--- src/sv/cau_pkg.sv ---
// Package for the complex arithmetic unit: operation codes, payload structs,
// and shared widths. No dependencies.
package cau_pkg;

   localparam int FIELD_W = 32;
   localparam int PROD_W  = 64;

   typedef enum logic [2:0] {
      FUNC_ADD = 3'd0,
      FUNC_SUB = 3'd1,
      FUNC_MUL = 3'd2,
      FUNC_DIV = 3'd3,
      FUNC_MAG = 3'd4
   } func_type;

   typedef struct packed {
      logic [2:0]               func;
      logic signed [FIELD_W-1:0] a_re;
      logic signed [FIELD_W-1:0] a_im;
      logic signed [FIELD_W-1:0] b_re;
      logic signed [FIELD_W-1:0] b_im;
   } req_type;

   typedef struct packed {
      logic signed [FIELD_W-1:0] res_re;
      logic signed [FIELD_W-1:0] res_im;
      logic                      div_by_zero;
      logic                      overflow;
   } rsp_type;

   // Work carried from cell to cell of the divide / square root chain.
   typedef struct packed {
      logic        valid;
      logic [2:0]  func;
      logic        dz;
      logic        neg_re;
      logic        neg_im;
      logic        sat_re;
      logic        sat_im;
      logic [PROD_W-1:0]  rem_re;   // partial remainder / radicand
      logic [PROD_W-1:0]  rem_im;
      logic [PROD_W-1:0]  den;      // divisor |b|^2
      logic [PROD_W-1:0]  q_re;     // quotient or root bits so far
      logic [PROD_W-1:0]  q_im;
      logic signed [FIELD_W-1:0] pre_re;  // finished add/sub/mul values
      logic signed [FIELD_W-1:0] pre_im;
      logic        pre_ovf;
   } lane_type;

endpackage

--- src/sv/cau_back.sv ---
// Back end: scales and saturates the chain's quotients, saturates its roots,
// passes the add/sub/mul results through, and registers the result strobe. Depends on cau_pkg.
module cau_back import cau_pkg::*; #(
   parameter int DATA_WIDTH = 32,
   parameter int FRAC_BITS  = 16
) (
   input  logic     clock,
   input  logic     reset,
   input  lane_type lane_in,
   output logic     done,
   output rsp_type  rsp
);

   localparam logic [PROD_W-1:0] LIM = PROD_W'(1) << (DATA_WIDTH - 1);
   localparam int   DROP = 32 - FRAC_BITS;

   rsp_type rsp_ff, rsp_in;
   logic    done_ff;
   logic [PROD_W-1:0] qr, qi;

   function automatic logic [FIELD_W:0] pack(input logic neg,
                                             input logic [PROD_W-1:0] mag);
      logic [PROD_W-1:0] m;
      logic ovf;
      m = mag;
      ovf = 1'b0;
      if (!neg && mag > LIM - 1) begin
         m = LIM - 1;
         ovf = 1'b1;
      end else if (neg && mag > LIM) begin
         m = LIM;
         ovf = 1'b1;
      end
      if (neg) m = -m;
      pack = {ovf, m[FIELD_W-1:0]};
   endfunction

   always_comb begin
      logic o1, o2;
      rsp_in = '0;
      o1 = 1'b0;
      o2 = 1'b0;
      // The chain computed trunc(num * 2^32 / den); drop the extra bits.
      qr = lane_in.q_re >> DROP;
      qi = lane_in.q_im >> DROP;
      unique case (lane_in.func)
         FUNC_ADD, FUNC_SUB, FUNC_MUL: begin
            rsp_in.res_re   = lane_in.pre_re;
            rsp_in.res_im   = lane_in.pre_im;
            rsp_in.overflow = lane_in.pre_ovf;
         end
         FUNC_DIV: begin
            if (lane_in.dz) begin
               rsp_in.div_by_zero = 1'b1;
            end else begin
               {o1, rsp_in.res_re} = pack(lane_in.neg_re,
                  (lane_in.sat_re || lane_in.q_re[PROD_W-1 -: DROP] != '0) ?
                  LIM + 1 : qr);
               {o2, rsp_in.res_im} = pack(lane_in.neg_im,
                  (lane_in.sat_im || lane_in.q_im[PROD_W-1 -: DROP] != '0) ?
                  LIM + 1 : qi);
               rsp_in.overflow = o1 | o2;
            end
         end
         FUNC_MAG: begin
            {o1, rsp_in.res_re} = pack(1'b0, lane_in.q_re);
            rsp_in.overflow = o1;
         end
         default: rsp_in = '0;
      endcase
   end

   always_ff @(posedge clock) begin
      if (reset) begin
         done_ff <= 1'b0;
      end else begin
         done_ff <= lane_in.valid;
      end
      rsp_ff <= rsp_in;
   end

   assign done = done_ff;
   assign rsp  = rsp_ff;

endmodule

--- config.mk ---
export PLATFORM = sky130hd
export DESIGN_NAME = cau_back
export DESIGN_NICKNAME = d
export VERILOG_FILES = /design/src/sv/cau_pkg.sv /design/src/sv/cau_back.sv
export SDC_FILE = /design/constraint.sdc
export NUM_CORES = 1
export LEC_CHECK = 0
export ABC_AREA = 1
export BUFFER_PORTS_ARGS = -buffer_cell sky130_fd_sc_hd__buf_2
export CELL_PAD_IN_SITES_DETAIL_PLACEMENT = 1
export CELL_PAD_IN_SITES_GLOBAL_PLACEMENT = 1
export CORE_AREA = 2 2 182 184
export DETAILED_ROUTE_END_ITERATION = 8
export DIE_AREA = 0 0 184 186
export PLACE_DENSITY_LB_ADDON = 0.1
export SETUP_SLACK_MARGIN = 0.05
export SLEW_MARGIN = 10
export SYNTH_ARGS = -nofsm -noshare
export SYNTH_HDL_FRONTEND = slang
export SYNTH_SLANG_ARGS = --single-unit
--- constraint.sdc ---
create_clock -name clock -period 4 [get_ports clock]
set_clock_uncertainty 0.15 [all_clocks]
set_input_delay 0.2 -clock clock [delete_from_list [all_inputs] [get_ports clock]]
set_output_delay 0.2 -clock clock [all_outputs]
set_load 0.05 [all_outputs]
==> impl_metrics.json, run 1 <==
{
  "status": "complete, no violations",
  "routed_via_density": 4.335,
  "grt_max_degree": 44,
  "clkSlewWorstSetupHoldPaths_ns": 0.06,
  "drive_above_1_share_pct": 27.17,
  "setup_slack_ns": 0.5662,
  "yosysTopAreaCell": "dfxtp_1",
  "crit_arrival_ns": 3.57,
  "port_buffers": 254,
  "ys_ff_latch": 67,
  "max_freq_mhz": 291.2,
  "seq_area_frac_synth_pct": 23.55,
  "grt_pass1_vias": 7882,
  "yosys.cell_types.count": 42,
  "crit_start": "lane_in[174]",
  "start_util_pct": 17.68,
  "wl_per_cell_um": 16.93,
  "drtPass1Iterations": 4,
  "core-area_mm2": 0.03221,
  "synth.avg_cell_area_um2": 5.690,
  "final_max_slew_viol_count": 0,
  "grt_pass1_wl_mm": 44.44,
  "synthesis.nets": 1399,
  "fin_crit_sh_pct": 85.85,
  "yosysMostFrequentCell": "nand2_1",
  "min-delay-start": "lane_in[156]",
  "cts_resized": 0,
  "synth_top_cell_area_share_pct": 23.55,
  "ios": 463,
  "dpl.hpwl_mm": 23.67,
  "cts_tree": "yes",
  "drt_iter0_drc": 263,
  "holdWs_ns": 0.01380,
  "clock_path_buffers": 2,
  "maxCapViolCount": 0,
  "worstMarginPinSlew_ns": 0.7916,
  "preCtsSetupSlack_ns": 0.5717,
  "setup_viol": 0,
  "core.rowCount": 66,
  "syn_inst": 1001,
  "synth-warning-count": 0,
  "p_per_area_mw_per_mm2": 291.5,
  "route.detailed.drc": 0,
  "power_uw": 2498,
  "fin_nets": 1718,
  "drt-total-wl_mm": 29.36,
  "antenna_found_initial": 1,
  "worstPathRequired_ns": 4.14,
  "grt_usage_pct": 17.19,
  "ant_nets": 0,
  "areaGrowthSynthToFinish_pct": 50.46,
  "finalHoldViolations": 0,
  "yosys-top-cells-area": "dfxtp_1 24%, nand2_1 20%, nand3_1 11%",
  "overflow": 0,
  "die_w_um": 184,
  "path_class": "input port to flip-flop",
  "synth_common_cells": "311 x nand2_1, 134 x nor2_1, 121 x nand3_1",
  "multi_input_area_mm2": 0.003711,
  "netlist_area_mm2": 0.005695,
  "cp_max_fo": 10,
  "nFillCells": 4151,
  "htree_levels": 3,
  "cts_buffers": 9,
  "ys.flop_type": "dfxtp_1",
  "start_kind": "input port",
  "synth-edff-count": 0,
  "p_leak_uw": 0.004306,
  "gp_congestion": 0.8215,
  "slew_headroom_pct": 47.03,
  "vias": 7517,
  "fin_crit_ns": 3.434,
  "synthArstFlopShare_pct": 0,
  "rsz0062_at_grt": "false",
  "die_y_um": 186,
  "cts_num_sinks": 67,
  "root_buffer": "clkbuf_16",
  "die-area_mm2": 0.03422,
  "final.setup.tns_ns": 0,
  "hp-class": "input port to flip-flop",
  "worstSetupEndpointType": "flip-flop",
  "ff_latch_area_mm2": 0.001341,
  "ir_drop_mv": 0.1794,
  "cts_setup_buffers": 0
}
## cells by family (layout without fill, tap and decap cells)
| group | after synthesis | count (layout) | synth area share [%] |
|---|---|---|---|
| other | 0 | 1 | 0 |
| flip-flops | 67 | 67 | 23.55 |
| adder cells (fa/ha/maj) | 2 | 2 | 0.4393 |
| AND/OR/NAND/NOR | 663 | 663 | 52.11 |
| buffers and inverters | 160 | 484 | 11.51 |
| AO/OA/AOI/OAI | 109 | 109 | 12.39 |
## report_power, final
| group | internal, µW | switching (µW) | total (µW) |
|---|---|---|---|
| logic | 263 | 517 | 780 |
| registers | 724 | 13.5 | 737 |
| clock network | 628 | 353 | 981 |
| total | 1610 | 883 | 2500 |
## worst max-delay path, cell delays in order
cell           delay, ns
buf_2               0.10
or2_0               0.21
nor3_1              0.42
nand3_1             0.13
o21ai_1             0.14
nand4_1             0.15
nand2_2             0.22
o21ai_0             0.16
nand2_1             0.09
inv_1               0.07
ha_1                0.20
nand3_1             0.11
nor2_1              0.08
nand3_2             0.17
inv_1               0.09
o21bai_1            0.13
nand3_1             0.20
nand4_1             0.13
dlygate4sd3_1       0.55
## stage by stage
step | cell area, µm² | instances | util (%)
3_3_place_gp | 7405 | 1636 | 22.99
4_1_cts | 8567 | 1733 | 26.60
6_report | 8569 | 1734 | 26.61
5_1_grt | 8569 | 1734 | 26.61
2_1_floorplan | 5695 | 1001 | -
3_5_place_dp | 7405 | 1636 | 22.99
## sequential cells by signal, indices dropped and copies added (netlist names)
signal	flops
done	1
rsp	66
## cells in the final DEF (no fill, tap or decap), drive strengths merged, types with 21 or more instances in the layout
| cell | count |
|---|---|
| nand2 | 335 |
| buf | 273 |
| nor2 | 157 |
| nand3 | 128 |
| inv | 113 |
| dlygate4sd3 | 81 |
| dfxtp | 67 |
| o21ai | 44 |
| a21oi | 26 |
| a221oi | 21 |
## per-layer routing
| layer | share of wire, % | global-route usage [%] | vias up | wire [µm] |
|---|---|---|---|---|
| met2 | 46 | 29.37 | 205 | 13390 |
| met4 | 1.1 | 4.000 | 0 | 324 |
| met1 | 48 | 22.28 | 3428 | 14140 |
| li1 | - | - | 3871 | - |
| met5 | 0 | 0 | - | 0 |
| met3 | 5.1 | 3.326 | 13 | 1499 |
## final timing paths
path	end	cells after the start
hold / removal	rsp[61]	3
setup / recovery	rsp[44]	19
## layout make-up
| class | count | share of cell area [%] |
|---|---|---|
| multi-input cells | 774 | 43.31 |
| repair buffers | 354 | 25.96 |
| flip-flops and latches | 67 | 15.65 |
| well taps | 408 | 5.957 |
| inverters | 114 | 4.993 |
| clock buffers | 10 | 2.789 |
| clock inverters | 6 | 1.314 |
| diodes | 1 | 0.02920 |
## repair_timing
item	CTS	global route
endpoints found under the setup margin	0	0
hold buffers	81	0
hold endpoints to repair	63	0
Note: power is estimated with default switching activity, not from simulation.
==> inputs of run 2 (changes only) <==
--- a/config.mk
+++ b/config.mk
@@ -13,6 +13,7 @@
 export DETAILED_ROUTE_END_ITERATION = 8
 export DIE_AREA = 0 0 184 186
 export PLACE_DENSITY_LB_ADDON = 0.1
+export REMOVE_ABC_BUFFERS = 1
 export SETUP_SLACK_MARGIN = 0.05
 export SLEW_MARGIN = 10
 export SYNTH_ARGS = -nofsm -noshare
==> run 2 against run 1 <==
  * Final area rose by 1.2%
  * First-iteration DRC count is 5.3% lower
  * Flip-flop and latch count stayed put
  * Cell count increased by 0.63%
  * Critical path depth rose by 3
  * Utilization up 0.31 points
  * Hold slack better by 0.010 ns
  * Maximum frequency fell by 0.35%
  * Routed wire length up 0.88%
  * Sequential power about the same
  * Clock power decreased by 3.4%
  * Global-route usage up 0.30 points
  * Critical endpoint unchanged
==> impl_metrics.json, run 2 (synthesis gave the netlist of run 1 again) <==
{
  "final_common_cell": "nand2_1",
  "clock_path_buffers": 2,
  "ios": 463,
  "crit_arrival_ns": 3.55,
  "htree_levels": 3,
  "worstMarginPinSlew_ns": 1.053,
  "vias": 7618,
  "min_path_cells": 3,
  "max_freq_mhz": 290.2,
  "drt_iter0_drc": 249,
  "fin_crit_sh_pct": 86.14,
  "worstPathRequired_ns": 4.10,
  "path_cells": "buf_2 -> nor2_1 -> nand2_1 -> nor2_1 -> nand2_2 -> nor2_8 -> buf_4 -> o31ai_1 -> nand4_1 -> nand2_2 -> o21ai_0 -> nand2_1 -> inv_1 -> ha_1 -> nand3_1 -> nor2_1 -> nand3_2 -> inv_1 -> o21bai_1 -> nand3_1 -> nand4_1 -> dlygate4sd3_1",
  "dpl.hpwl_mm": 23.42,
  "wl_per_cell_um": 16.97,
  "status": "complete, no violations",
  "min_to": "rsp[58]",
  "cts_resized": 0,
  "setup_viol": 0,
  "grt_pass1_wl_mm": 44.98,
  "drive_above_1_share_pct": 26.85,
  "fin_nets": 1730,
  "slew_headroom_pct": 29.78,
  "cts_setup_buffers": 0,
  "p_per_area_mw_per_mm2": 286.0,
  "hp-class": "input port to flip-flop",
  "root_buffer": "clkbuf_16",
  "max_stage_delay_ns": 0.57,
  "ir_drop_mv": 0.2018,
  "core-area_mm2": 0.03221,
  "nFillCells": 4193,
  "n_antenna_cell": 0,
  "die_w_um": 184,
  "drt-total-wl_mm": 29.61,
  "rsz0062_at_grt": "false",
  "layout_common_cells": "311 x nand2_1, 254 x buf_2, 132 x nor2_1",
  "port_buffers": 254,
  "multi_input_area_mm2": 0.003714,
  "die_y_um": 186,
  "grt_max_degree": 54,
  "cts_tree": "yes",
  "gp_congestion": 0.7773,
  "power_uw": 2479,
  "overflow": 0,
  "finalHoldViolations": 0,
  "die-area_mm2": 0.03422,
  "cts_buffers": 9,
  "maxCapViolCount": 0,
  "fin_crit_ns": 3.446,
  "crit_path_top_delay_cell": "dlygate4sd3_1",
  "drtPass1Iterations": 4,
  "path_class": "input port to flip-flop",
  "final.setup.tns_ns": 0,
  "crit_top_cell": "nor2_1",
  "start_util_pct": 17.68,
  "worstSetupEndpointType": "flip-flop",
  "min-delay-start": "lane_in[153]",
  "route.detailed.drc": 0,
  "largest_reg_flops": 66,
  "cp_max_fo": 13,
  "areaGrowthSynthToFinish_pct": 52.20,
  "clkSlewWorstSetupHoldPaths_ns": 0.06,
  "antenna_found_initial": 0,
  "ant_nets": 0,
  "p_leak_uw": 0.004332,
  "core.rowCount": 66,
  "routed_via_density": 4.366,
  "final_max_slew_viol_count": 0,
  "grt_pass1_vias": 7911,
  "start_kind": "input port",
  "cts_num_sinks": 67,
  "grt_usage_pct": 17.49,
  "ff_latch_area_mm2": 0.001341
}
run 2: through the flow:
step           setup WS, ns  hold slack (ns)  area [µm²]  utilization (%)  std cells
2_1_floorplan        0.3725           0.1212        5468                -        955
3_3_place_gp         0.5471           0.2460        7400            22.98       1635
3_5_place_dp         0.5272           0.2511        7400            22.98       1635
4_1_cts              0.5396         0.004088        8668            26.92       1745
5_1_grt              0.2575          0.03219        8668            26.92       1745
6_report             0.5542          0.02393        8668            26.92       1745
run 2: final cells by class:
type                       instances  share of cell area, %
inverter                         114                  4.936
multi-input combinational        774                  42.84
clock inverter                     5                 0.9815
sequential                        67                  15.47
tap                              408                  5.889
clock buffer                      11                  2.800
timing repair buffer             366                  27.08
run 2: per-layer routing:
metal  GRT usage, %  part of all wire [%]  up-vias
met5              0                     0        -
met4          3.488                  0.85        0
met3          4.481                   6.4       16
met2          29.90                    46      227
met1          22.21                    47     3485
li1               -                     -     3890
run 2: repair_timing:
item | CTS | global route
endpoints found under the hold margin | 67 | 0
setup endpoints to repair | 0 | 0
hold buffers | 94 | 0
run 2: worst max-delay path by stage:
stage | slack [ns] | from | end
5_1_grt | 0.26 | lane_in[189] | rsp[44]
4_1_cts | 0.54 | lane_in[189] | rsp[44]
2_1_floorplan | 0.37 | lane_in[391] | rsp[34]
3_5_place_dp | 0.53 | lane_in[189] | rsp[64]
3_3_place_gp | 0.55 | lane_in[189] | rsp[64]
6_report | 0.55 | lane_in[189] | rsp[44]
run 2: power by group:
part           internal [µW]  switching, µW  total [µW]
combinational            275            521         796
clock                    567            380         948
sequential               723           12.7         736
total                   1570            914        2480
run 2: worst max-delay path: cells and delay by family:
family / cells / cell delay (ns)
AND/OR/NAND/NOR: 13 / 1.72
buffers and inverters: 5 / 1.11
adder cells (fa/ha/maj): 1 / 0.19
AO/OA/AOI/OAI: 3 / 0.32
