`config.mk`:
```
export PLATFORM = sky130hd
export DESIGN_NAME = cau_cell
export DESIGN_NICKNAME = d
export VERILOG_FILES = /design/src/sv/cau_pkg.sv /design/src/sv/cau_cell.sv
export SDC_FILE = /design/constraint.sdc
export NUM_CORES = 1
export LEC_CHECK = 0
export BUFFER_PORTS_ARGS = -buffer_cell sky130_fd_sc_hd__buf_4
export CAP_MARGIN = 20
export CORE_AREA = 2 2 311 313
export DETAILED_ROUTE_END_ITERATION = 8
export DIE_AREA = 0 0 313 315
export PLACE_DENSITY = 0.3
export SYNTH_ARGS = -nofsm -noshare
export SYNTH_HDL_FRONTEND = slang
export SYNTH_SLANG_ARGS = --single-unit
```
`constraint.sdc`:
```
create_clock -name clock -period 1.7 [get_ports clock]
set_input_delay 0.17 -clock clock [delete_from_list [all_inputs] [get_ports clock]]
set_output_delay 0.17 -clock clock [all_outputs]
set_load 0.1 [all_outputs]
```
`src/sv/cau_pkg.sv`:
```
// Package for the complex arithmetic unit: operation codes, payload structs,
// and shared widths. No dependencies.
package cau_pkg;

   localparam int FIELD_W = 32;
   localparam int PROD_W  = 64;

   typedef enum logic [2:0] {
      FUNC_ADD = 3'd0,
      FUNC_SUB = 3'd1,
      FUNC_MUL = 3'd2,
      FUNC_DIV = 3'd3,
      FUNC_MAG = 3'd4
   } func_type;

   typedef struct packed {
      logic [2:0]               func;
      logic signed [FIELD_W-1:0] a_re;
      logic signed [FIELD_W-1:0] a_im;
      logic signed [FIELD_W-1:0] b_re;
      logic signed [FIELD_W-1:0] b_im;
   } req_type;

   typedef struct packed {
      logic signed [FIELD_W-1:0] res_re;
      logic signed [FIELD_W-1:0] res_im;
      logic                      div_by_zero;
      logic                      overflow;
   } rsp_type;

   // Work carried from cell to cell of the divide / square root chain.
   typedef struct packed {
      logic        valid;
      logic [2:0]  func;
      logic        dz;
      logic        neg_re;
      logic        neg_im;
      logic        sat_re;
      logic        sat_im;
      logic [PROD_W-1:0]  rem_re;   // partial remainder / radicand
      logic [PROD_W-1:0]  rem_im;
      logic [PROD_W-1:0]  den;      // divisor |b|^2
      logic [PROD_W-1:0]  q_re;     // quotient or root bits so far
      logic [PROD_W-1:0]  q_im;
      logic signed [FIELD_W-1:0] pre_re;  // finished add/sub/mul values
      logic signed [FIELD_W-1:0] pre_im;
      logic        pre_ovf;
   } lane_type;

endpackage

```
`src/sv/cau_cell.sv`:
```
// One cell of the quotient / root chain: produces one quotient bit for each
// numerator part, or one root bit. Depends on cau_pkg.
module cau_cell import cau_pkg::*; #(
   parameter int STEP = 0
) (
   input  logic     clock,
   input  logic     reset,
   input  lane_type lane_in,
   output lane_type lane_out
);

   localparam int TOTAL = 96;
   localparam int ISHIFT = (STEP < PROD_W) ? PROD_W - 1 - STEP : 0;

   // Restoring divide of num * 2^32 by den, one quotient bit per cell. The
   // first 64 cells compare the remainder against den shifted up to the bit's
   // weight; the last 32 cells shift the remainder left and compare with den.
   function automatic logic [PROD_W:0] div_step(input logic [PROD_W-1:0] rem,
                                                input logic [PROD_W-1:0] den);
      logic [2*PROD_W-1:0] d;
      logic [PROD_W:0]     r2;
      logic                take;
      logic [PROD_W-1:0]   nxt;
      d = '0;
      r2 = '0;
      if (STEP < PROD_W) begin
         d = {{PROD_W{1'b0}}, den} << ISHIFT;
         take = {{PROD_W{1'b0}}, rem} >= d;
         nxt = take ? rem - d[PROD_W-1:0] : rem;
      end else begin
         r2 = {rem, 1'b0};
         take = r2 >= {1'b0, den};
         nxt = take ? PROD_W'(r2 - {1'b0, den}) : r2[PROD_W-1:0];
      end
      div_step = {take, nxt};
   endfunction

   lane_type lane_ff, lane_in_c;
   logic [PROD_W:0] sr, si;
   logic [PROD_W-1:0] trial;
   logic [PROD_W-1:0] bitv;

   always_comb begin
      lane_in_c = lane_in;
      sr = '0;
      si = '0;
      trial = '0;
      bitv = '0;
      if (lane_in.func == FUNC_DIV) begin
         sr = div_step(lane_in.rem_re, lane_in.den);
         si = div_step(lane_in.rem_im, lane_in.den);
         lane_in_c.rem_re = sr[PROD_W-1:0];
         lane_in_c.rem_im = si[PROD_W-1:0];
         lane_in_c.q_re = {lane_in.q_re[PROD_W-2:0], sr[PROD_W]};
         lane_in_c.q_im = {lane_in.q_im[PROD_W-2:0], si[PROD_W]};
         // Quotient bits pushed out of the top mean the result saturates.
         lane_in_c.sat_re = lane_in.sat_re | lane_in.q_re[PROD_W-1];
         lane_in_c.sat_im = lane_in.sat_im | lane_in.q_im[PROD_W-1];
      end else if (lane_in.func == FUNC_MAG && STEP >= TOTAL - 32) begin
         // Digit-by-digit root, one bit per cell over the last 32 cells.
         bitv = 64'd1 << (2 * (TOTAL - 1 - STEP));
         trial = lane_in.q_re + bitv;
         if (lane_in.rem_re >= trial) begin
            lane_in_c.rem_re = lane_in.rem_re - trial;
            lane_in_c.q_re = (lane_in.q_re >> 1) + bitv;
         end else begin
            lane_in_c.q_re = lane_in.q_re >> 1;
         end
      end
   end

   always_ff @(posedge clock) begin
      if (reset) begin
         lane_ff.valid <= 1'b0;
      end else begin
         lane_ff.valid <= lane_in.valid;
      end
      lane_ff.func   <= lane_in_c.func;
      lane_ff.dz     <= lane_in_c.dz;
      lane_ff.neg_re <= lane_in_c.neg_re;
      lane_ff.neg_im <= lane_in_c.neg_im;
      lane_ff.sat_re <= lane_in_c.sat_re;
      lane_ff.sat_im <= lane_in_c.sat_im;
      lane_ff.rem_re <= lane_in_c.rem_re;
      lane_ff.rem_im <= lane_in_c.rem_im;
      lane_ff.den    <= lane_in_c.den;
      lane_ff.q_re   <= lane_in_c.q_re;
      lane_ff.q_im   <= lane_in_c.q_im;
      lane_ff.pre_re <= lane_in_c.pre_re;
      lane_ff.pre_im <= lane_in_c.pre_im;
      lane_ff.pre_ovf <= lane_in_c.pre_ovf;
   end

   assign lane_out = lane_ff;

endmodule

```
==> metrics.log, run 1 <==
INFO  metric synthDistinctLibCells = 23
INFO  metric met2WireLength = 31700 µm
INFO  metric route.detailed.vias_per_inst = 3.16
INFO  metric clock_sink_count = 394
INFO  metric violation_count_after_the_first_detailed_routing_iteration = 297
INFO  metric startpoint = lane_in[347]
INFO  metric place.gp.congestion = 0.820
INFO  metric pwr_density_cell = 1200 mW/mm²
INFO  metric cp_cell_sequence = dlygate4sd3_1 > buf_4 > nor4_1 > nand4_1 > o41ai_2 > nand3_1 > mux2i_1
INFO  metric start_util = 10.5%
INFO  metric first_global_vias = 11600
INFO  metric finalInstanceArea = 0.0234 mm²
INFO  metric routed-wl-met3 = 5060 µm
INFO  metric seq_area_frac_synth = 78.8%
INFO  metric cp.arrival = 2.13 ns
INFO  metric worst_ir_drop_vdd = 0.663 mV
INFO  metric detailedRoute.firstPassIterationCount = 4
INFO  metric floorplan.die.height = 315 µm
INFO  metric synth.net_count = 1280
INFO  metric layout.area.seq = 0.00789 mm²
INFO  metric post-place-cells = 2946
INFO  metric timing.final.crit_period = 1.62 ns
INFO  metric dr_total_vias = 10800
INFO  metric yosys-top-cells-area = dfxtp_1, nand2_1, nor4_1, clkbuf_1, nor4_2
INFO  metric post_synth.cell_area_avg = 11.4 µm²
INFO  metric worst_path_max_delay_cell = dlygate4sd3_1
INFO  metric post-synth-top-area-cell = dfxtp_1
INFO  metric maxCapViolations = 0
INFO  metric ys.warnings.count = 0
INFO  metric remaining_routing_drc_violations = 0
INFO  metric std_cell_rows = 114
INFO  metric finalWorstSetupSlack = 0.0805 ns
INFO  metric clock_tree.buffer_depth = 3
INFO  metric io_port_bufs = 789
INFO  metric layout_worst_path_cycle_share = 95.3%
INFO  metric tightestPinTransition = 0.648 ns
INFO  metric p_leak = 11.0 nW
INFO  metric worst_hold_path_type = input port to flip-flop
INFO  metric final_nets = 2514
INFO  metric multi_input_area = 0.00216 mm²
INFO  metric total_of_fill_cells_in_the_finished_design = 10400
INFO  metric drive_above_1_share = 42.6%
INFO  metric setup.worst_path.class = input port to flip-flop
INFO  metric slew_headroom = 56.8%
INFO  metric design.portCount = 790
INFO  metric total_negative_slack = 0 ns
INFO  metric clkPwrFrac = 38.1%
INFO  metric worst_setup_path_endpoint = lane_out[384]
INFO  metric initial_antenna_violation_count = 2
INFO  metric power.share.sequential = 35.7%
INFO  metric die_w = 313 µm
INFO  metric critPathMaxFanout = 2
INFO  metric critPathLaunchType = input port
INFO  metric floorplan.die_area = 0.0986 mm²
INFO  metric power.combinational.fraction = 26.2%
INFO  metric avgRoutedWirePerCell = 17.5 µm
INFO  metric total_switching_power = 0.00988 W
INFO  metric synth_cells = 882
INFO  metric yosys.area.top_type_share = 78.8%
INFO  metric synth.ff_latch_count = 394
INFO  metric detailedPlace.worstSlack = -0.677 ns
INFO  metric dpl-instance-area = 0.0177 mm²
INFO  metric clock.fmax = 617 MHz
INFO  metric layoutNonFillerInstCount = 3431
INFO  metric final_max_slew_viol_count = 0
INFO  metric grt_max_degree = 129
INFO  metric mostFrequentLayoutCell = buf_4
INFO  metric grt.overflow.total = 0
INFO  metric core_footprint = 0.0957 mm²
INFO  metric finalHoldViolations = 0
INFO  metric hpwlAfterDp = 47500 µm
INFO  metric clk_root_buffer_cell = clkbuf_16
INFO  metric cts_made_buffers = 51
INFO  metric post_cts.repair.setup_buffers = 0
INFO  metric setup_viol_count_final = 0
INFO  metric grt_first_pass_wirelength = 81900 µm
INFO  metric synth_area = 0.0100 mm²
INFO  metric met1Wirelength = 21100 µm
INFO  metric power.internal = 0.0181 W
INFO  metric largest_reg_flops = 394
INFO  metric postRouteAntennaNets = 0
INFO  metric critical-path-max-stage-delay = 0.59 ns
INFO  metric cp-end-kind = flip-flop
INFO  metric top_signal_layer_used = met4
INFO  metric power_switching_share = 35.2%
INFO  metric area_growth_syn_to_layout = 134%
INFO  metric worst-endpoint-required = 2.21 ns
INFO  metric grt_usage = 11.5%
INFO  metric hold_path_startpoint = lane_in[193]
INFO  metric cts-htree-levels = 2
INFO  metric most-common-layout-cells = buf_4, dlygate4sd3_1, dfxtp_1
INFO  metric tritoncts_clock_tree = done
INFO  metric outcome = completed
INFO  metric path_clk_slew = 0.06 ns
INFO  metric totalWireLength = 60100 µm
-- metrics by stage --
stage          power (W)  utilization [%]  hold WS (ns)
6_report          0.0280             24.5        0.0562
2_1_floorplan     0.0146                -         0.198
4_1_cts           0.0286             24.3       0.00431
3_3_place_gp      0.0168             18.5         0.275
3_5_place_dp      0.0168             18.5         0.276
5_1_grt           0.0291             24.5        0.0602
-- critical path: cells and delay by family --
kind,cells,cell delay [ns]
buf+inv,2,0.75
simple gates,3,0.69
compound gates,1,0.38
mux,1,0.15
-- kinds of logic after synthesis --
| logic type | share of synthesized area, % |
|---|---|
| AOI/OAI and AO/OA | 0.475 |
| adders and majority gates | 0.250 |
| buffers and inverters | 1.14 |
| DFF | 78.8 |
| muxes | 0.200 |
| and+or+nand+nor | 19.2 |
-- cells in the mapped netlist --
| cell type | count |
|---|---|
| and3b_1 | 1 |
| nor2_1 | 1 |
| nor3_1 | 1 |
| nor4_4 | 1 |
| nor4b_1 | 1 |
| clkbuf_1 | 25 |
| o41ai_2 | 2 |
| nor2b_1 | 1 |
| inv_1 | 2 |
| nand4_1 | 11 |
| buf_1 | 2 |
| ha_1 | 2 |
| nor3_2 | 1 |
| a21o_1 | 2 |
| nor4_1 | 38 |
| buf_2 | 1 |
| nand3_1 | 3 |
| nand2_1 | 383 |
| mux2i_1 | 2 |
| nor4b_2 | 1 |
| dfxtp_1 | 394 |
| nor4_2 | 6 |
| nand3b_1 | 1 |
-- power by group through the flow --
stage | Sequential (W) | Clock, W | Combinational [W]
after detailed placement | 0.0102 | 0 | 0.00660
after global routing | 0.0100 | 0.0115 | 0.00758
after global placement | 0.0102 | 0 | 0.00661
final | 0.0100 | 0.0107 | 0.00734
after floorplan | 0.0143 | 0 | 0.000281
after CTS | 0.0100 | 0.0112 | 0.00739
-- cell type report --
cell class | instances | share of cell area [%]
timing repair buffer | 1209 | 43.2
sequential | 394 | 33.6
multi-input combinational | 458 | 9.22
tap | 1276 | 6.81
clock buffer | 77 | 6.46
clock inverter | 13 | 0.598
inverter | 2 | 0.0320
antenna | 2 | 0.0213
-- metal layers --
| metal | track usage (%) | up-vias |
|---|---|---|
| li1 | - | 5282 |
| met1 | 11.4 | 4997 |
| met2 | 21.6 | 490 |
| met3 | 4.12 | 80 |
| met4 | 5.00 | 0 |
| met5 | 0 | - |
-- worst min path at each step --
| stage | end | slack (ns) | cells after the start |
|---|---|---|---|
| after floorplan | lane_out[0] | 0.20 | 0 |
| after global routing | lane_out[384] | 0.06 | 4 |
| after detailed placement | lane_out[64] | 0.28 | 1 |
| after CTS | lane_out[384] | 0.004 | 5 |
| final | lane_out[384] | 0.06 | 4 |
| after global placement | lane_out[21] | 0.27 | 1 |
-- repair_timing --
item	in CTS	in global routing
endpoints found under the setup margin	1	4
hold buffers	395	2
pin swaps	0	11
resized for setup	1	24
endpoints found under the hold margin	394	2
No activity file was read; power rests on OpenSTA's default activity.
==> inputs of run 2 (changes only) <==
--- a/config.mk
+++ b/config.mk
@@ -10,7 +10,7 @@
 export CORE_AREA = 2 2 311 313
 export DETAILED_ROUTE_END_ITERATION = 8
 export DIE_AREA = 0 0 313 315
-export PLACE_DENSITY = 0.3
+export PLACE_DENSITY = 0.31
 export SYNTH_ARGS = -nofsm -noshare
 export SYNTH_HDL_FRONTEND = slang
 export SYNTH_SLANG_ARGS = --single-unit
==> metrics.log, run 2 (synthesis results as in run 1) <==
INFO  metric path_clk_slew = 0.06 ns (about the same)
INFO  metric floorplan.die_area = 0.0986 mm² (unchanged)
INFO  metric grt_first_pass_wirelength = 83700 µm (+2.2%)
INFO  metric first_global_vias = 11900 (+2.6%)
INFO  metric cp_cell_sequence = dlygate4sd3_1 > buf_4 > nor4_4 > nand4_1 > buf_4 > nor3_2 > buf_4 > nand3_2 > mux2i_1
INFO  metric largest_reg_flops = 394 (unchanged)
INFO  metric dpl-instance-area = 0.0177 mm² (+0.25%)
INFO  metric final_nets = 2521 (+0.28%)
INFO  metric remaining_routing_drc_violations = 0 (unchanged)
INFO  metric gate_family_responsible_for_the_most_delay_along_the_worst_path = buffers and inverters
INFO  metric hpwlAfterDp = 48800 µm (+2.7%)
INFO  metric std_cell_rows = 114 (unchanged)
INFO  metric drive_above_1_share = 42.7% (about the same)
INFO  metric violation_count_after_the_first_detailed_routing_iteration = 374 (+26%)
INFO  metric rsz_0062_raised_after_global_routing = no
INFO  metric cts-htree-levels = 2 (unchanged)
INFO  metric critical_path.n_buffers_inverters = 4 (+2)
INFO  metric worst_ir_drop_vdd = 0.641 mV (-3.3%)
INFO  metric floorplan.die.height = 315 µm (unchanged)
INFO  metric clock_tree.buffer_depth = 3 (unchanged)
INFO  metric design_power_total = 0.0277 W (-1.2%)
INFO  metric cp-end-kind = flip-flop
INFO  metric dr_total_vias = 10900 (+0.76%)
INFO  metric clk_root_buffer_cell = clkbuf_16
INFO  metric detailedRoute.firstPassIterationCount = 4 (unchanged)
INFO  metric initial_antenna_violation_count = 5 (+3)
INFO  metric setup.worst_path.class = input port to flip-flop
INFO  metric cp.arrival = 2.11 ns (-0.02 ns)
INFO  metric design.portCount = 790 (unchanged)
INFO  metric timing.final.crit_period = 1.63 ns (+0.0125 ns)
INFO  metric critPathLaunchType = input port
INFO  metric post-route-util = 24.5% (about the same)
INFO  metric area_growth_syn_to_layout = 134% (about the same)
INFO  metric grt.overflow.total = 0 (unchanged)
INFO  metric total_of_fill_cells_in_the_finished_design = 10300 (-0.62%)
INFO  metric die_w = 313 µm (unchanged)
INFO  metric grt_max_degree = 80 (-38%)
INFO  metric place.gp.congestion = 0.856 (+4.4%)
INFO  metric avgRoutedWirePerCell = 17.9 µm (+2.1%)
INFO  metric startpoint = lane_in[194]
INFO  metric maxCapViolations = 0 (unchanged)
INFO  metric grt_usage = 11.8% (+0.24 points)
INFO  metric critPathMaxFanout = 2 (unchanged)
INFO  metric finalHoldViolations = 0 (unchanged)
INFO  metric mostFrequentLayoutCell = buf_4
INFO  metric start_util = 10.5% (unchanged)
INFO  metric worst_hold_path_type = input port to flip-flop
INFO  metric core_footprint = 0.0957 mm² (unchanged)
INFO  metric setup_viol_count_final = 0 (unchanged)
INFO  metric tightestPinTransition = 0.603 ns (-0.0450 ns)
INFO  metric totalWireLength = 61400 µm (+2.2%)
INFO  metric io_port_bufs = 789 (unchanged)
INFO  metric layoutNonFillerInstCount = 3434 (+0.087%)
INFO  metric most-common-layout-cells = buf_4, dlygate4sd3_1, dfxtp_1
INFO  metric post-place-cells = 2952 (+0.20%)
INFO  metric layout.area.seq = 0.00789 mm² (unchanged)
INFO  metric finalInstanceArea = 0.0234 mm² (about the same)
INFO  metric outcome = completed
INFO  metric critical-path-max-stage-delay = 0.55 ns (-0.04 ns)
INFO  metric clock_sink_count = 394 (unchanged)
INFO  metric p_leak = 10.9 nW (-0.15%)
INFO  metric worst-endpoint-required = 2.18 ns (-0.03 ns)
INFO  metric hold_path_startpoint = lane_in[193]
INFO  metric postRouteAntennaNets = 0 (unchanged)
INFO  metric total_negative_slack = 0 ns (unchanged)
INFO  metric cts_made_buffers = 47 (-7.8%)
INFO  metric multi_input_area = 0.00217 mm² (+0.17%)
INFO  metric tritoncts_clock_tree = done
INFO  metric final_max_slew_viol_count = 0 (unchanged)
INFO  metric route.detailed.vias_per_inst = 3.18 (+0.67%)
INFO  metric pwr_density_cell = 1180 mW/mm² (-1.1%)
INFO  metric path_common_cell = buf_4
INFO  metric slew_headroom = 59.4% (+2.6 points)
INFO  metric worst_path_max_delay_cell = dlygate4sd3_1
INFO  metric layout_worst_path_cycle_share = 96.0% (+0.74 points)
INFO  metric clock.fmax = 613 MHz (-0.77%)
-- run 2: changes by cell type in the layout (fill, tap and decap cells not counted), sizes merged --
cell | previous run | this run
buf | 812 | 821
clkbuf | 77 | 70
dlygate4sd3 | 395 | 399
clkinv | 10 | 7
bufinv | 1 | 3
dlymetal6s4s | 2 | 0
-- run 2: timing repair --
action / 4_1_cts / 5_1_grt
setup endpoints to repair: 0 / 6
endpoints found under the hold margin: 394 / 0
resized for setup: 0 / 22
hold buffers: 399 / 0
buffers inserted: 0 / 0
-- run 2: final timing paths --
kind | slack [ns] | endpoint | cells after the start
setup / recovery | 0.07 | lane_out[384] | 9
hold / removal | 0.07 | lane_out[320] | 4
-- run 2: routing by layer --
metal  track usage (%)  vias up  wire [µm]  share of wire, %
met5                 0        -         27             0.044
met4              5.50        4       2900               4.7
met3              4.32       97       5140               8.4
met2              21.3      507      31300                51
met1              12.0     5029      22000                36
li1                  -     5294          -                 -
-- run 2: layout make-up --
| class | count | share of cell area [%] |
|---|---|---|
| clock buffers | 70 | 5.90 |
| multi-input cells | 458 | 9.25 |
| repair buffers | 1220 | 43.6 |
| flip-flops and latches | 394 | 33.7 |
| well taps | 1276 | 6.82 |
| clock inverters | 12 | 0.716 |
| inverters | 2 | 0.0321 |
| diodes | 2 | 0.0214 |
-- run 2: through the flow --
| step | setup slack (ns) | hold WS, ns |
|---|---|---|
| final | 0.0680 | 0.0714 |
| after global routing | 0.000298 | 0.0649 |
| after CTS | 0.00156 | 0.0340 |
| after detailed placement | -0.465 | 0.276 |
| after global placement | -0.476 | 0.275 |
| after floorplan | 0.211 | 0.198 |
-- run 2: worst min-delay path, delay by kind of cell --
family	cells	cell delay [ns]
buf+inv	2	0.22
fa+ha+maj	1	0.18
mux	1	0.05
-- run 2: report_power, final --
group,internal [W],switching [W]
Sequential,0.00981,0.000210
Clock,0.00607,0.00422
Combinational,0.00206,0.00532
Total,0.0179,0.00975
==> inputs of run 3 (changes only) <==
--- a/config.mk
+++ b/config.mk
@@ -5,6 +5,7 @@
 export SDC_FILE = /design/constraint.sdc
 export NUM_CORES = 1
 export LEC_CHECK = 0
+export ABC_CLOCK_PERIOD_IN_PS = 1850
 export BUFFER_PORTS_ARGS = -buffer_cell sky130_fd_sc_hd__buf_4
 export CAP_MARGIN = 20
 export CORE_AREA = 2 2 311 313
==> constraint.sdc (replaced) <==
create_clock -name clock -period 1.85 [get_ports clock]
set_input_delay 0.185 -clock clock [delete_from_list [all_inputs] [get_ports clock]]
set_output_delay 0.185 -clock clock [all_outputs]
set_load 0.1 [all_outputs]
==> metrics.log, run 3 (synthesis results as in run 1) <==
INFO  metric mostFrequentLayoutCell = buf_4
INFO  metric outcome = completed
INFO  metric post-place-cells = 2939 (-0.44%)
INFO  metric path_clk_slew = 0.06 ns (about the same)
INFO  metric die_w = 313 µm (unchanged)
INFO  metric min_path_cells = 2 (-2)
INFO  metric finalInstanceArea = 0.0235 mm² (+0.54%)
INFO  metric io_port_bufs = 789 (unchanged)
INFO  metric hold_ws = 0.216 ns (+0.145 ns)
INFO  metric final_max_slew_viol_count = 0 (unchanged)
INFO  metric totalWireLength = 62000 µm (+0.98%)
INFO  metric grt_usage = 11.8% (-0.017 points)
INFO  metric largest_reg_flops = 394 (unchanged)
INFO  metric violation_count_after_the_first_detailed_routing_iteration = 404 (+8.0%)
INFO  metric postRouteAntennaNets = 0 (unchanged)
INFO  metric worst_ir_drop_vdd = 0.624 mV (-2.7%)
INFO  metric layoutNonFillerInstCount = 3445 (+0.32%)
INFO  metric core_footprint = 0.0957 mm² (unchanged)
INFO  metric detailedRoute.firstPassIterationCount = 4 (unchanged)
INFO  metric hold_path_startpoint = lane_in[37]
INFO  metric drive_above_1_share = 41.8% (-0.86 points)
INFO  metric total_of_fill_cells_in_the_finished_design = 10400 (+0.34%)
INFO  metric cts_made_buffers = 50 (+6.4%)
INFO  metric clock.fmax = 551 MHz
INFO  metric hpwlAfterDp = 48700 µm (-0.34%)
INFO  metric finalHoldViolations = 0 (unchanged)
INFO  metric final_nets = 2528 (+0.28%)
INFO  metric floorplan.die.height = 315 µm (unchanged)
INFO  metric setup_viol_count_final = 0 (unchanged)
INFO  metric timing.final.crit_period = 1.81 ns
INFO  metric cp.arrival = 2.31 ns (+0.20 ns)
INFO  metric p_leak = 11.0 nW (+0.87%)
INFO  metric layout_worst_path_cycle_share = 98.1%
INFO  metric critPathLaunchType = input port
INFO  metric finalWorstSetupSlack = 0.0355 ns (-0.0325 ns)
INFO  metric route.detailed.vias_per_inst = 3.20 (+0.39%)
INFO  metric cts-htree-levels = 2 (unchanged)
INFO  metric dr_total_vias = 11000 (+0.71%)
INFO  metric worst-endpoint-required = 2.34 ns (+0.16 ns)
INFO  metric critPathMaxFanout = 2 (unchanged)
INFO  metric first_global_vias = 12000 (+0.46%)
INFO  metric slew_headroom = 52.2% (-7.2 points)
INFO  metric setup.worst_path.class = input port to flip-flop
INFO  metric most-common-layout-cells = buf_4, dlygate4sd3_1, dfxtp_1
INFO  metric clk_root_buffer_cell = clkbuf_16
INFO  metric place.gp.congestion = 0.869 (+1.5%)
INFO  metric grt_first_pass_wirelength = 83700 µm (-0.11%)
INFO  metric maxCapViolations = 0 (unchanged)
INFO  metric avgRoutedWirePerCell = 18.0 µm (+0.66%)
INFO  metric dpl-instance-area = 0.0176 mm² (-0.55%)
INFO  metric clock_tree.buffer_depth = 3 (unchanged)
INFO  metric floorplan.die_area = 0.0986 mm² (unchanged)
INFO  metric std_cell_rows = 114 (unchanged)
INFO  metric design.portCount = 790 (unchanged)
INFO  metric area_growth_syn_to_layout = 135%
INFO  metric initial_antenna_violation_count = 5 (unchanged)
INFO  metric clock_sink_count = 394 (unchanged)
INFO  metric remaining_routing_drc_violations = 0 (unchanged)
INFO  metric tritoncts_clock_tree = done
INFO  metric hold_path_end = lane_out[37]
INFO  metric pwr_density_cell = 1110 mW/mm² (-5.8%)
INFO  metric worst_hold_path_type = input port to flip-flop
INFO  metric grt.overflow.total = 0 (unchanged)
INFO  metric start_util = 10.5% (unchanged)
INFO  metric grt_max_degree = 129 (+61%)
INFO  metric detailedPlace.worstSlack = -0.262 ns (+0.203 ns)
INFO  metric cp-end-kind = flip-flop
INFO  metric tightestPinTransition = 0.711 ns (+0.108 ns)
[run 3: critical path, cell delays in order]
cell,delay (ns)
dlygate4sd3_1,0.55
buf_4,0.14
nor4_1,0.39
nand4_1,0.31
o41ai_2,0.39
nand3_1,0.17
mux2i_1,0.15
[run 3: stage by stage]
stage | util, % | power, W | TNS [ns]
CTS | 24.5 | 0.0267 | 0
floorplan | - | 0.0134 | 0
detailed placement | 18.4 | 0.0154 | -0.781
finish | 24.6 | 0.0262 | 0
global placement | 18.4 | 0.0155 | -0.702
global route | 24.6 | 0.0273 | -0.00264
[run 3: area by class of cell]
cell class,count,area (µm²),share of cell area (%)
timing repair buffer,1224,10300,43.7
sequential,394,7890,33.5
multi-input combinational,458,2040,8.65
tap,1276,1600,6.78
clock buffer,68,1420,6.03
clock inverter,21,295,1.25
inverter,2,7.51,0.0319
antenna,2,5.00,0.0213
[run 3: worst max-delay path by stage]
stage	startpoint	to	depth (start not counted)
floorplan	lane_in[320]	lane_out[320]	7
global placement	lane_in[196]	lane_out[320]	9
detailed placement	lane_in[196]	lane_out[384]	9
CTS	lane_in[392]	lane_out[91]	7
global route	lane_in[320]	lane_out[320]	9
finish	lane_in[340]	lane_out[384]	7
[run 3: layer usage]
metal / routed length (µm) / part of all wire (%) / vias up / GRT usage, %
met4: 2620 / 4.2 / 2 / 5.12
met1: 22100 / 36 / 5083 / 11.9
li1: - / - / 5311 / -
met3: 5250 / 8.5 / 101 / 4.30
met2: 32000 / 52 / 512 / 21.6
met5: 7 / 0.011 / - / 0
[run 3: timing repair]
item,4_1_cts,5_1_grt
setup endpoints to repair,0,21
buffers inserted,0,0
hold buffers,414,0
resized for setup,0,4
hold endpoints to repair,394,0
[run 3: where the power goes]
part,switching [W],total [W],leakage (nW),internal (W)
Clock,0.00402,0.0102,0.848,0.00621
Combinational,0.00489,0.00680,6.86,0.00191
Sequential,0.000186,0.00920,3.32,0.00902
Total,0.00910,0.0262,11.0,0.0171
